==> config.mk <==
export PLATFORM = sky130hd
export DESIGN_NAME = script_line_tokenizer_top
export DESIGN_NICKNAME = d
export VERILOG_FILES = /design/src/design/slt_pkg.sv /design/src/design/script_line_tokenizer_top.sv
export SDC_FILE = /design/constraint.sdc
export NUM_CORES = 1
export LEC_CHECK = 0
export BUFFER_PORTS_ARGS = -buffer_cell sky130_fd_sc_hd__buf_2
export CAP_MARGIN = 5
export CORE_MARGIN = 2
export CORE_UTILIZATION = 55
export CTS_BUF_LIST = sky130_fd_sc_hd__clkbuf_4
export CTS_CLUSTER_SIZE = 25
export DETAILED_ROUTE_END_ITERATION = 10
export PLACE_DENSITY = 0.75
export REMOVE_ABC_BUFFERS = 1
export SLEW_MARGIN = 20
export SYNTH_ARGS = -nofsm -noshare
export SYNTH_HDL_FRONTEND = slang
export SYNTH_SLANG_ARGS = --single-unit
==> constraint.sdc <==
create_clock -name i_clk -period 7.6 [get_ports i_clk]
set_input_delay 0.76 -clock i_clk [delete_from_list [all_inputs] [get_ports i_clk]]
set_output_delay 0.76 -clock i_clk [all_outputs]
set_load 0.1 [all_outputs]
==> src/design/slt_pkg.sv <==
// Shared types, character codes and keyword table of the script line tokenizer.
package slt_pkg;

    localparam int MAX_LINE = 4096;
    localparam int TS_W = 12;
    localparam int TL_W = 13;

    localparam logic [2:0] MODE_SKIP   = 3'd0;
    localparam logic [2:0] MODE_PLAIN  = 3'd1;
    localparam logic [2:0] MODE_QUOTED = 3'd2;
    localparam logic [2:0] MODE_AFTERQ = 3'd3;
    localparam logic [2:0] MODE_DONE   = 3'd4;

    localparam logic [2:0] REG_COLLECT_EMPTY = 3'd0;

    localparam logic [7:0] CH_SEMI   = 8'h3B;
    localparam logic [7:0] CH_DOT    = 8'h2E;
    localparam logic [7:0] CH_COMMA  = 8'h2C;
    localparam logic [7:0] CH_SPACE  = 8'h20;
    localparam logic [7:0] CH_LPAR   = 8'h28;
    localparam logic [7:0] CH_RPAR   = 8'h29;
    localparam logic [7:0] CH_LBRACE = 8'h7B;
    localparam logic [7:0] CH_RBRACE = 8'h7D;
    localparam logic [7:0] CH_LBRACK = 8'h5B;
    localparam logic [7:0] CH_RBRACK = 8'h5D;
    localparam logic [7:0] CH_TAB    = 8'h09;
    localparam logic [7:0] CH_NL     = 8'h0A;
    localparam logic [7:0] CH_QUOTE  = 8'h22;
    localparam logic [7:0] CH_UPPER_A = 8'h41;
    localparam logic [7:0] CH_UPPER_Z = 8'h5A;
    localparam logic [7:0] CASE_OFFSET = 8'h20;

    localparam int KW_N      = 16;
    localparam int KW_MAXLEN = 10;

    localparam logic [8*KW_MAXLEN-1:0] KW_TEXT [KW_N] = '{
        "var       ", "begin     ", "end       ", "while     ",
        "foreach   ", "loop      ", "if        ", "elseif    ",
        "else      ", "endif     ", "return    ", "call      ",
        "scn       ", "scriptname", "continue  ", "break     "
    };

    localparam logic [3:0] KW_LEN [KW_N] = '{
        4'd3, 4'd5, 4'd3, 4'd5, 4'd7, 4'd4, 4'd2, 4'd6,
        4'd4, 4'd5, 4'd6, 4'd4, 4'd3, 4'd10, 4'd8, 4'd5
    };

    localparam logic [3:0] KW_CLS [KW_N] = '{
        4'd1, 4'd2, 4'd3, 4'd4, 4'd5, 4'd6, 4'd7, 4'd8,
        4'd9, 4'd10, 4'd11, 4'd12, 4'd13, 4'd13, 4'd14, 4'd15
    };

    typedef struct packed {
        logic            is_token;
        logic [TS_W-1:0] start;
        logic [TL_W-1:0] length;
        logic [7:0]      delim;
        logic [3:0]      kw;
        logic            found;
        logic            last;
    } t_rec;

    function automatic logic [7:0] kw_char(input int k, input logic [3:0] i);
        logic [7:0] ch;
        ch = 8'h00;
        if (int'(i) < KW_MAXLEN) begin
            ch = KW_TEXT[k][8*(KW_MAXLEN - 1 - int'(i)) +: 8];
        end
        return ch;
    endfunction

    function automatic logic is_delim(input logic [7:0] c);
        return c == CH_SEMI || c == CH_DOT || c == CH_COMMA || c == CH_SPACE ||
               c == CH_LPAR || c == CH_RPAR || c == CH_LBRACE || c == CH_RBRACE ||
               c == CH_LBRACK || c == CH_RBRACK || c == CH_TAB || c == CH_NL;
    endfunction

endpackage

==> src/design/script_line_tokenizer_top.sv <==
// Top level of the script line tokenizer: input register, scan logic and record buffer.
// Bytes of one script line enter on the input channel, one per transfer, with
// i_is_last set on the final byte, after which an implicit newline is scanned.
// Each byte is registered on its transfer and scanned from that register; its records
// (token records, then the end-of-line summary) pass through the record buffer to the
// output channel, one record per transfer, the last record of a byte flagged by
// o_last_of_run. While the output is not stalled, a stream of ordinary text runs at
// one byte per clock; a byte yielding k records holds the single-record output port
// until all k are sent, which stalls the input while the record buffer drains.
// collect_empty sits at byte address 0 of the APB port and may only be written while
// the block is idle.
module script_line_tokenizer_top
    import slt_pkg::*;
(
    input  logic        i_clk,
    input  logic        i_rst_n,
    input  logic        i_in_valid,
    output logic        o_in_stall,
    input  logic [7:0]  i_char_in,
    input  logic        i_is_last,
    output logic        o_out_valid,
    input  logic        i_out_stall,
    output logic        o_is_token,
    output logic [11:0] o_token_start,
    output logic [12:0] o_token_length,
    output logic [7:0]  o_delimiter_char,
    output logic [3:0]  o_keyword,
    output logic        o_found_any,
    output logic        o_last_of_run,
    input  logic        psel,
    input  logic        penable,
    input  logic        pwrite,
    input  logic [2:0]  paddr,
    input  logic [31:0] pwdata,
    output logic [31:0] prdata,
    output logic        pready
);

    localparam int PW = $clog2(MAX_LINE + 1);
    localparam int SW = $clog2(MAX_LINE);

    typedef struct packed {
        logic [2:0]      mode;
        logic [PW-1:0]   pos;
        logic [SW-1:0]   pst;
        logic [PW-1:0]   plen;
        logic [KW_N-1:0] cand;
        logic            any;
    } t_state;

    typedef struct packed {
        t_state s;
        logic   emit;
        t_rec   rec;
    } t_feed;

    localparam t_state STATE_RESET = '{
        mode: MODE_SKIP, pos: '0, pst: '0, plen: '0, cand: '1, any: 1'b0
    };

    function automatic logic [PW-1:0] sat_inc(input logic [PW-1:0] p);
        return (p < PW'(MAX_LINE)) ? p + PW'(1) : p;
    endfunction

    function automatic logic [SW-1:0] clamp_start(input logic [PW:0] p);
        return (p > (PW+1)'(MAX_LINE - 1)) ? SW'(MAX_LINE - 1) : p[SW-1:0];
    endfunction

    function automatic logic [3:0] classify(input t_state s);
        logic [3:0] cls;
        logic       hit;
        cls = 4'd0;
        hit = 1'b0;
        for (int k = 0; k < KW_N; k++) begin
            if (!hit && s.cand[k] && s.plen == PW'(KW_LEN[k])) begin
                cls = KW_CLS[k];
                hit = 1'b1;
            end
        end
        return cls;
    endfunction

    function automatic t_state append(input t_state s, input logic [7:0] c);
        t_state ns;
        logic [7:0] lc;
        ns = s;
        lc = (c >= CH_UPPER_A && c <= CH_UPPER_Z) ? c + CASE_OFFSET : c;
        for (int k = 0; k < KW_N; k++) begin
            if (s.plen >= PW'(KW_LEN[k]) || kw_char(k, s.plen[3:0]) != lc) begin
                ns.cand[k] = 1'b0;
            end
        end
        ns.plen = sat_inc(s.plen);
        return ns;
    endfunction

    function automatic t_feed end_token(input t_state s, input logic [7:0] c,
                                        input logic ce);
        t_feed f;
        logic [PW:0] p1;
        f.s = s;
        f.rec = '0;
        p1 = {1'b0, s.pos} + (PW+1)'(1);
        if (c == CH_SEMI) begin
            f.emit = s.plen != '0;
            f.s.mode = MODE_DONE;
        end else begin
            f.emit = s.plen != '0 || ce;
            f.s.mode = MODE_PLAIN;
        end
        f.rec.is_token = 1'b1;
        f.rec.start = TS_W'(s.pst);
        f.rec.length = TL_W'(s.plen);
        f.rec.delim = c;
        f.rec.kw = classify(s);
        if (f.emit) begin
            f.s.any = 1'b1;
        end
        f.s.pst = clamp_start(p1);
        f.s.plen = '0;
        f.s.cand = '1;
        return f;
    endfunction

    function automatic t_feed feed(input t_state s, input logic [7:0] c,
                                   input logic imp, input logic ce);
        t_feed f;
        logic  go;
        f.s = s;
        f.emit = 1'b0;
        f.rec = '0;
        go = 1'b1;
        if (s.mode == MODE_SKIP) begin
            if (c == CH_SPACE || c == CH_TAB) begin
                go = 1'b0;
                f.s.pos = sat_inc(s.pos);
            end else begin
                f.s.pst = clamp_start({1'b0, s.pos});
                f.s.plen = '0;
                f.s.cand = '1;
                f.s.mode = MODE_PLAIN;
            end
        end
        if (go) begin
            unique case (f.s.mode)
                MODE_PLAIN: begin
                    if (is_delim(c)) begin
                        f = end_token(f.s, c, ce);
                    end else begin
                        if (f.s.plen == '0 && c == CH_QUOTE) begin
                            f.s.mode = MODE_QUOTED;
                        end
                        f.s = append(f.s, c);
                    end
                end
                MODE_QUOTED: begin
                    if (imp) begin
                        f = end_token(f.s, c, ce);
                    end else begin
                        f.s = append(f.s, c);
                        if (c == CH_QUOTE) begin
                            f.s.mode = MODE_AFTERQ;
                        end
                    end
                end
                MODE_AFTERQ: begin
                    f = end_token(f.s, c, ce);
                end
                default: begin
                    f.s.mode = MODE_DONE;
                end
            endcase
            f.s.pos = sat_inc(f.s.pos);
        end
        return f;
    endfunction

    logic       r_collect_empty;
    logic       r_in_valid;
    logic [7:0] r_char;
    logic       r_last;
    t_state     r_st;
    t_state     n_st;
    t_rec       r_rec [3];
    t_rec       n_rec [3];
    logic [1:0] r_cnt;
    logic [1:0] n_cnt;

    t_feed      f_byte;
    t_feed      f_nl;
    t_rec       summary;
    logic       out_xfer;
    logic       proc;
    logic       cfg_wr;

    assign pready = 1'b1;
    assign cfg_wr = psel && penable && pwrite && pready;
    assign prdata = (paddr == REG_COLLECT_EMPTY) ? {31'b0, r_collect_empty} : 32'b0;

    always_ff @(posedge i_clk) begin
        if (!i_rst_n) begin
            r_collect_empty <= 1'b0;
        end else if (cfg_wr && paddr == REG_COLLECT_EMPTY) begin
            r_collect_empty <= pwdata[0];
        end
    end

    always_comb begin
        f_byte = feed(r_st, r_char, 1'b0, r_collect_empty);
        f_nl = feed(f_byte.s, CH_NL, 1'b1, r_collect_empty);
        summary = '0;
        summary.found = f_nl.s.any;
        n_rec = '{default: '0};
        n_cnt = 2'd0;
        if (f_byte.emit) begin
            n_rec[n_cnt] = f_byte.rec;
            n_cnt = n_cnt + 2'd1;
        end
        if (r_last) begin
            if (f_nl.emit) begin
                n_rec[n_cnt] = f_nl.rec;
                n_cnt = n_cnt + 2'd1;
            end
            n_rec[n_cnt] = summary;
            n_cnt = n_cnt + 2'd1;
        end
        if (n_cnt != 2'd0) begin
            n_rec[n_cnt - 2'd1].last = 1'b1;
        end
        n_st = r_last ? STATE_RESET : f_byte.s;
    end

    assign o_out_valid = r_cnt != 2'd0;
    assign out_xfer    = o_out_valid && !i_out_stall;
    assign proc        = r_in_valid &&
                         (n_cnt == 2'd0 || r_cnt == 2'd0 || (r_cnt == 2'd1 && out_xfer));
    assign o_in_stall  = r_in_valid && !proc;

    always_ff @(posedge i_clk) begin
        if (!i_rst_n) begin
            r_in_valid <= 1'b0;
            r_st <= STATE_RESET;
            r_cnt <= 2'd0;
        end else begin
            if (!o_in_stall) begin
                r_in_valid <= i_in_valid;
            end
            if (proc) begin
                r_st <= n_st;
            end
            if (proc && n_cnt != 2'd0) begin
                r_cnt <= n_cnt;
            end else if (out_xfer) begin
                r_cnt <= r_cnt - 2'd1;
            end
        end
    end

    always_ff @(posedge i_clk) begin
        if (!o_in_stall && i_in_valid) begin
            r_char <= i_char_in;
            r_last <= i_is_last;
        end
        if (proc && n_cnt != 2'd0) begin
            r_rec <= n_rec;
        end else if (out_xfer) begin
            r_rec[0] <= r_rec[1];
            r_rec[1] <= r_rec[2];
        end
    end

    assign o_is_token       = r_rec[0].is_token;
    assign o_token_start    = r_rec[0].start;
    assign o_token_length   = r_rec[0].length;
    assign o_delimiter_char = r_rec[0].delim;
    assign o_keyword        = r_rec[0].kw;
    assign o_found_any      = r_rec[0].found;
    assign o_last_of_run    = r_rec[0].last;

endmodule

==> impl_results.rst <==
.. list-table::
   :header-rows: 1

   * - Metric
     - Value
   * - Antenna Nets Post-Route
     - 0
   * - Via count
     - 12,690
   * - Type of element capturing the critical path
     - flop
   * - Share of power burned in the clock network
     - 20.7%
   * - Max H-tree Level
     - 4
   * - First DRT Iteration DRCs
     - 1,700
   * - Required time of the critical path
     - 7960 ps
   * - Internal Pwr Total
     - 1.274 mW
   * - DP HPWL
     - 30.78 mm
   * - Final clock skew
     - 54.69 ps
   * - Cell area after technology mapping
     - 12,310 sq um
   * - Iteration count of the initial detailed-routing pass
     - 6
   * - Flops & latches, synth
     - 145
   * - Net switching fraction of the power
     - 46.71%
   * - Cts bufs inserted
     - 17
   * - Total power density per cell area
     - 186.3 nW/um^2
   * - Total Routed Length
     - 42.81 mm
   * - Worst EP arrival
     - 7190 ps
   * - Most instantiated cells after synthesis
     - 152 x sky130_fd_sc_hd__nand2_1, 113 x sky130_fd_sc_hd__nor2_1, 90 x sky130_fd_sc_hd__a21oi_1, 88 x sky130_fd_sc_hd__clkbuf_1, 83 x sky130_fd_sc_hd__edfxtp_1
   * - Relative slew margins
     - 35.01%
   * - Aggregate global-route resource usage
     - 35.53%
   * - Port Buffer Count
     - 62
   * - Share of post-route cells with drive strength above 1
     - 11.98%
   * - Clock tree from TritonCTS
     - built
   * - Hold-fix buffer count after cts
     - 0
   * - Worst-case hold slack
     - 314.8 ps
   * - Top delay family on crit path
     - simple AND/OR/NAND/NOR gates
   * - Height of the die
     - 153.6 um
   * - Switching power total
     - 1.116 mW
   * - Max Cap Violations
     - 0
   * - Category of the worst setup path launch point
     - flop
   * - Met2 routed WL
     - 18.66 mm
   * - Via count of the first global-routing pass
     - 11,650
   * - Total overflow reported by the global router
     - 0
   * - Initial standard-cell utilization of the core
     - 56.25%
   * - Post-synth EDFFs
     - 83
   * - Post-synthesis async set-or-reset flop share
     - 0%
   * - Count of unresolved DRC violations after routing
     - 0
   * - Setup violators final
     - 0
   * - Buffers & Inverters on Critical Path
     - 1
   * - Global-route wire length before repair
     - 66.64 mm
   * - Critical path class
     - flop to flop
   * - Final Critical Period
     - 6829 ps
   * - # nets final
     - 1,590
   * - Floorplan die area
     - 23,600 sq um
   * - Average cell area after synthesis
     - 7.996 sq um
   * - Final Hold Viols
     - 0
   * - Top layer in use
     - met4
   * - Final weighted congestion in routability-driven placement
     - 1.026
   * - Fraction of synthesized cell area taken by the top area cell type
     - 20.24%
   * - Synthesized netlist cell count
     - 1,540
   * - Combinational group share of total power
     - 37.2%
   * - Static leakage
     - 4.274 nW
   * - Portion of the post-synthesis area used by sequential elements
     - 30.32%
   * - Wl on met1
     - 17.53 mm
   * - Count of pins on the block boundary
     - 126
   * - Synth Warn #
     - 0
   * - Clock insertion delay at the later pin of the skew report
     - 630 ps
   * - Num rows
     - 54
   * - Clock tree buffer depth
     - 2
   * - Initial antenna violation count
     - 1
   * - Largest area contributor in the netlist
     - sky130_fd_sc_hd__edfxtp_1
   * - Maximum number of pins on one net before global-route repair
     - 48
   * - Unrepaired setup endpoints after global routing
     - false
   * - Count of clock tree sinks
     - 145
   * - Outcome
     - finished clean
   * - Reg power frac
     - 42.1%
   * - Number of different library cells in the post-synthesis netlist
     - 104
   * - Highest-delay cell along the critical path
     - sky130_fd_sc_hd__or4b_1
   * - Reg clk slew, reported paths
     - 160 ps
   * - Dominant cell by count in the synthesized netlist
     - sky130_fd_sc_hd__nand2_1
   * - CP max FO
     - 15
   * - Clock Root Buffer
     - sky130_fd_sc_hd__clkbuf_4
   * - Main area contributors after synthesis
     - sky130_fd_sc_hd__edfxtp_1 20%, sky130_fd_sc_hd__dfxtp_1 10%, sky130_fd_sc_hd__nand2_1 4.6%, sky130_fd_sc_hd__buf_4 4.2%, sky130_fd_sc_hd__a21oi_1 3.7%
   * - Placeable core area
     - 21,890 sq um
   * - Post-cts repair resize count
     - 0
   * - Post-synthesis to final-layout area growth
     - 4.156%
   * - Average wire per standard cell
     - 23.56 um
   * - Most used cell along the critical path
     - sky130_fd_sc_hd__nand2_1
   * - Met3 WL post-DR
     - 5.016 mm
   * - Post-CTS Setup Repair Bufs
     - 0
   * - Overall power
     - 2.390 mW
   * - Max-slew violations
     - 0
   * - Tightest Hold Check Type
     - primary input to flop
   * - Placed insts
     - 1,782
   * - Number of vias per cell
     - 6.984
   * - Final non-filler cell total
     - 1,817
   * - Fmax
     - 146.4 MHz
   * - Horizontal extent of the die
     - 153.6 um
   * - Flip-flop cell with the highest count after synthesis
     - sky130_fd_sc_hd__edfxtp_1
   * - Delay of the slowest critical-path stage
     - 800 ps
   * - Peak ir drop on the vdd network
     - 0.0001678 V
   * - Final critical-path share of the clock period
     - 89.85%
   * - Cells traversed along the worst timing path
     - or4b_1, o221ai_4, nand2_1, inv_1, ha_1, nand2_1, or3_1, o31a_1, nor4b_1, a41o_1, a31oi_1, o31ai_1, ha_1, nand2_1, nand3_1, nor3_2, nand4_1, o211ai_1, nor2_1, or3b_2, o32a_1
   * - Worst Max-Slew Pin Slew
     - 965.9 ps
[cell usage in the layout (no fill, tap or decap), types with 17 or more instances in the layout]
cell type,synthesis,routed
sky130_fd_sc_hd__dfxtp_1,62,62
sky130_fd_sc_hd__nor2_1,113,113
sky130_fd_sc_hd__o211ai_1,18,18
sky130_fd_sc_hd__nor4_1,20,20
sky130_fd_sc_hd__nand3_1,48,48
sky130_fd_sc_hd__o21ai_0,76,75
sky130_fd_sc_hd__buf_2,21,62
sky130_fd_sc_hd__nand2b_1,17,17
sky130_fd_sc_hd__o221ai_1,18,18
sky130_fd_sc_hd__a22oi_1,24,24
sky130_fd_sc_hd__or3_1,24,24
sky130_fd_sc_hd__nor3_1,47,46
sky130_fd_sc_hd__xnor2_1,45,45
sky130_fd_sc_hd__conb_1,2,49
sky130_fd_sc_hd__inv_1,32,32
sky130_fd_sc_hd__a31oi_1,22,22
sky130_fd_sc_hd__nor2b_1,35,35
sky130_fd_sc_hd__and2_1,26,26
sky130_fd_sc_hd__nand2_1,152,152
sky130_fd_sc_hd__o22ai_1,37,37
sky130_fd_sc_hd__nand4_1,22,22
sky130_fd_sc_hd__clkbuf_4,0,17
sky130_fd_sc_hd__buf_4,69,41
sky130_fd_sc_hd__and3_1,20,20
sky130_fd_sc_hd__edfxtp_1,83,83
sky130_fd_sc_hd__a21oi_1,90,90
[per-layer routing]
layer  track usage (%)  vias to the layer above
met5                 0                        -
met4             12.45                        0
met3             8.258                      138
met2             54.35                      896
met1             49.42                     5984
li1                  -                     5672
[final cells by class]
class | instances | area [sq um]
fillers | 2083 | 9065
repair buffers | 106 | 693.2
multi-input cells | 1216 | 7640
clock inverters | 15 | 140.1
inverters | 37 | 138.9
diodes | 1 | 2.502
well taps | 280 | 350.3
flip-flops and latches | 145 | 3734
clock buffers | 17 | 127.6
[metrics by stage]
step	instance area [sq um]	setup WS, ps	util [%]	TNS (ps)
2_1_floorplan	11470	-1079	-	-63140
5_1_grt	12830	339.2	58.59	0
6_report	12830	771.3	58.59	0
3_3_place_gp	12500	956.7	57.08	0
3_5_place_dp	12500	854.9	57.08	0
4_1_cts	12760	807.1	58.30	0
[state kept, by name, indices dropped and copies added (netlist names)]
| name | count |
|---|---|
| o_token_length | 13 |
| o_keyword | 4 |
| o_token_start | 12 |
| r_collect_empty | 1 |
| r_in_valid | 1 |
| r_last | 1 |
| o_last_of_run | 1 |
| r_st | 58 |
| o_delimiter_char | 8 |
| r_char | 8 |
| o_found_any | 1 |
| r_cnt | 2 |
| r_rec | 34 |
| o_is_token | 1 |
[power groups by stage]
| stage | clock network (mW) | registers, mW | logic, mW |
|---|---|---|---|
| 3_3_place_gp | 0 | 1.02 | 0.855 |
| 4_1_cts | 0.495 | 1.01 | 0.866 |
| 6_report | 0.495 | 1.01 | 0.888 |
| 3_5_place_dp | 0 | 1.02 | 0.864 |
| 5_1_grt | 0.530 | 1.02 | 0.932 |
| 2_1_floorplan | 0 | 1.33 | 0.369 |
[worst paths after layout]
| path | cells past startpoint | start | to | slack, ps |
|---|---|---|---|---|
| worst min-delay path | 1 | i_char_in[7] | r_char[7] | 310 |
| worst max-delay path | 21 | r_char[4] | o_keyword[2] | 770 |
| worst max register to register | 21 | r_char[4] | o_keyword[2] | 770 |
| worst min register to register | 2 | r_st[30] | r_st[30] | 490 |
[logic make-up (layout without fill, tap and decap cells)]
group	Yosys count	in the layout	share of synthesized area, %
and+or+nand+nor	600	600	25.89
muxes	14	14	1.168
other	2	50	0.06099
adders and majority gates	16	16	1.626
xor gates and xnor gates	58	58	4.125
AOI/OAI and AO/OA	479	479	27.42
buffers and inverters	226	175	9.388
DFF	145	145	30.32
[worst reg2reg max path, stage by stage, from the launching register on]
cell and delay, ps:
sky130_fd_sc_hd__edfxtp_1 710, sky130_fd_sc_hd__or4b_1 810, sky130_fd_sc_hd__o221ai_4 330, sky130_fd_sc_hd__nand2_1 120, sky130_fd_sc_hd__inv_1 230, sky130_fd_sc_hd__ha_1 330
sky130_fd_sc_hd__nand2_1 190, sky130_fd_sc_hd__or3_1 390, sky130_fd_sc_hd__o31a_1 260, sky130_fd_sc_hd__nor4b_1 380, sky130_fd_sc_hd__a41o_1 270, sky130_fd_sc_hd__a31oi_1 170
sky130_fd_sc_hd__o31ai_1 450, sky130_fd_sc_hd__ha_1 310, sky130_fd_sc_hd__nand2_1 120, sky130_fd_sc_hd__nand3_1 150, sky130_fd_sc_hd__nor3_2 140, sky130_fd_sc_hd__nand4_1 150
sky130_fd_sc_hd__o211ai_1 140, sky130_fd_sc_hd__nor2_1 130, sky130_fd_sc_hd__or3b_2 440, sky130_fd_sc_hd__o32a_1 360
Note: power is estimated with default switching activity, not from simulation.
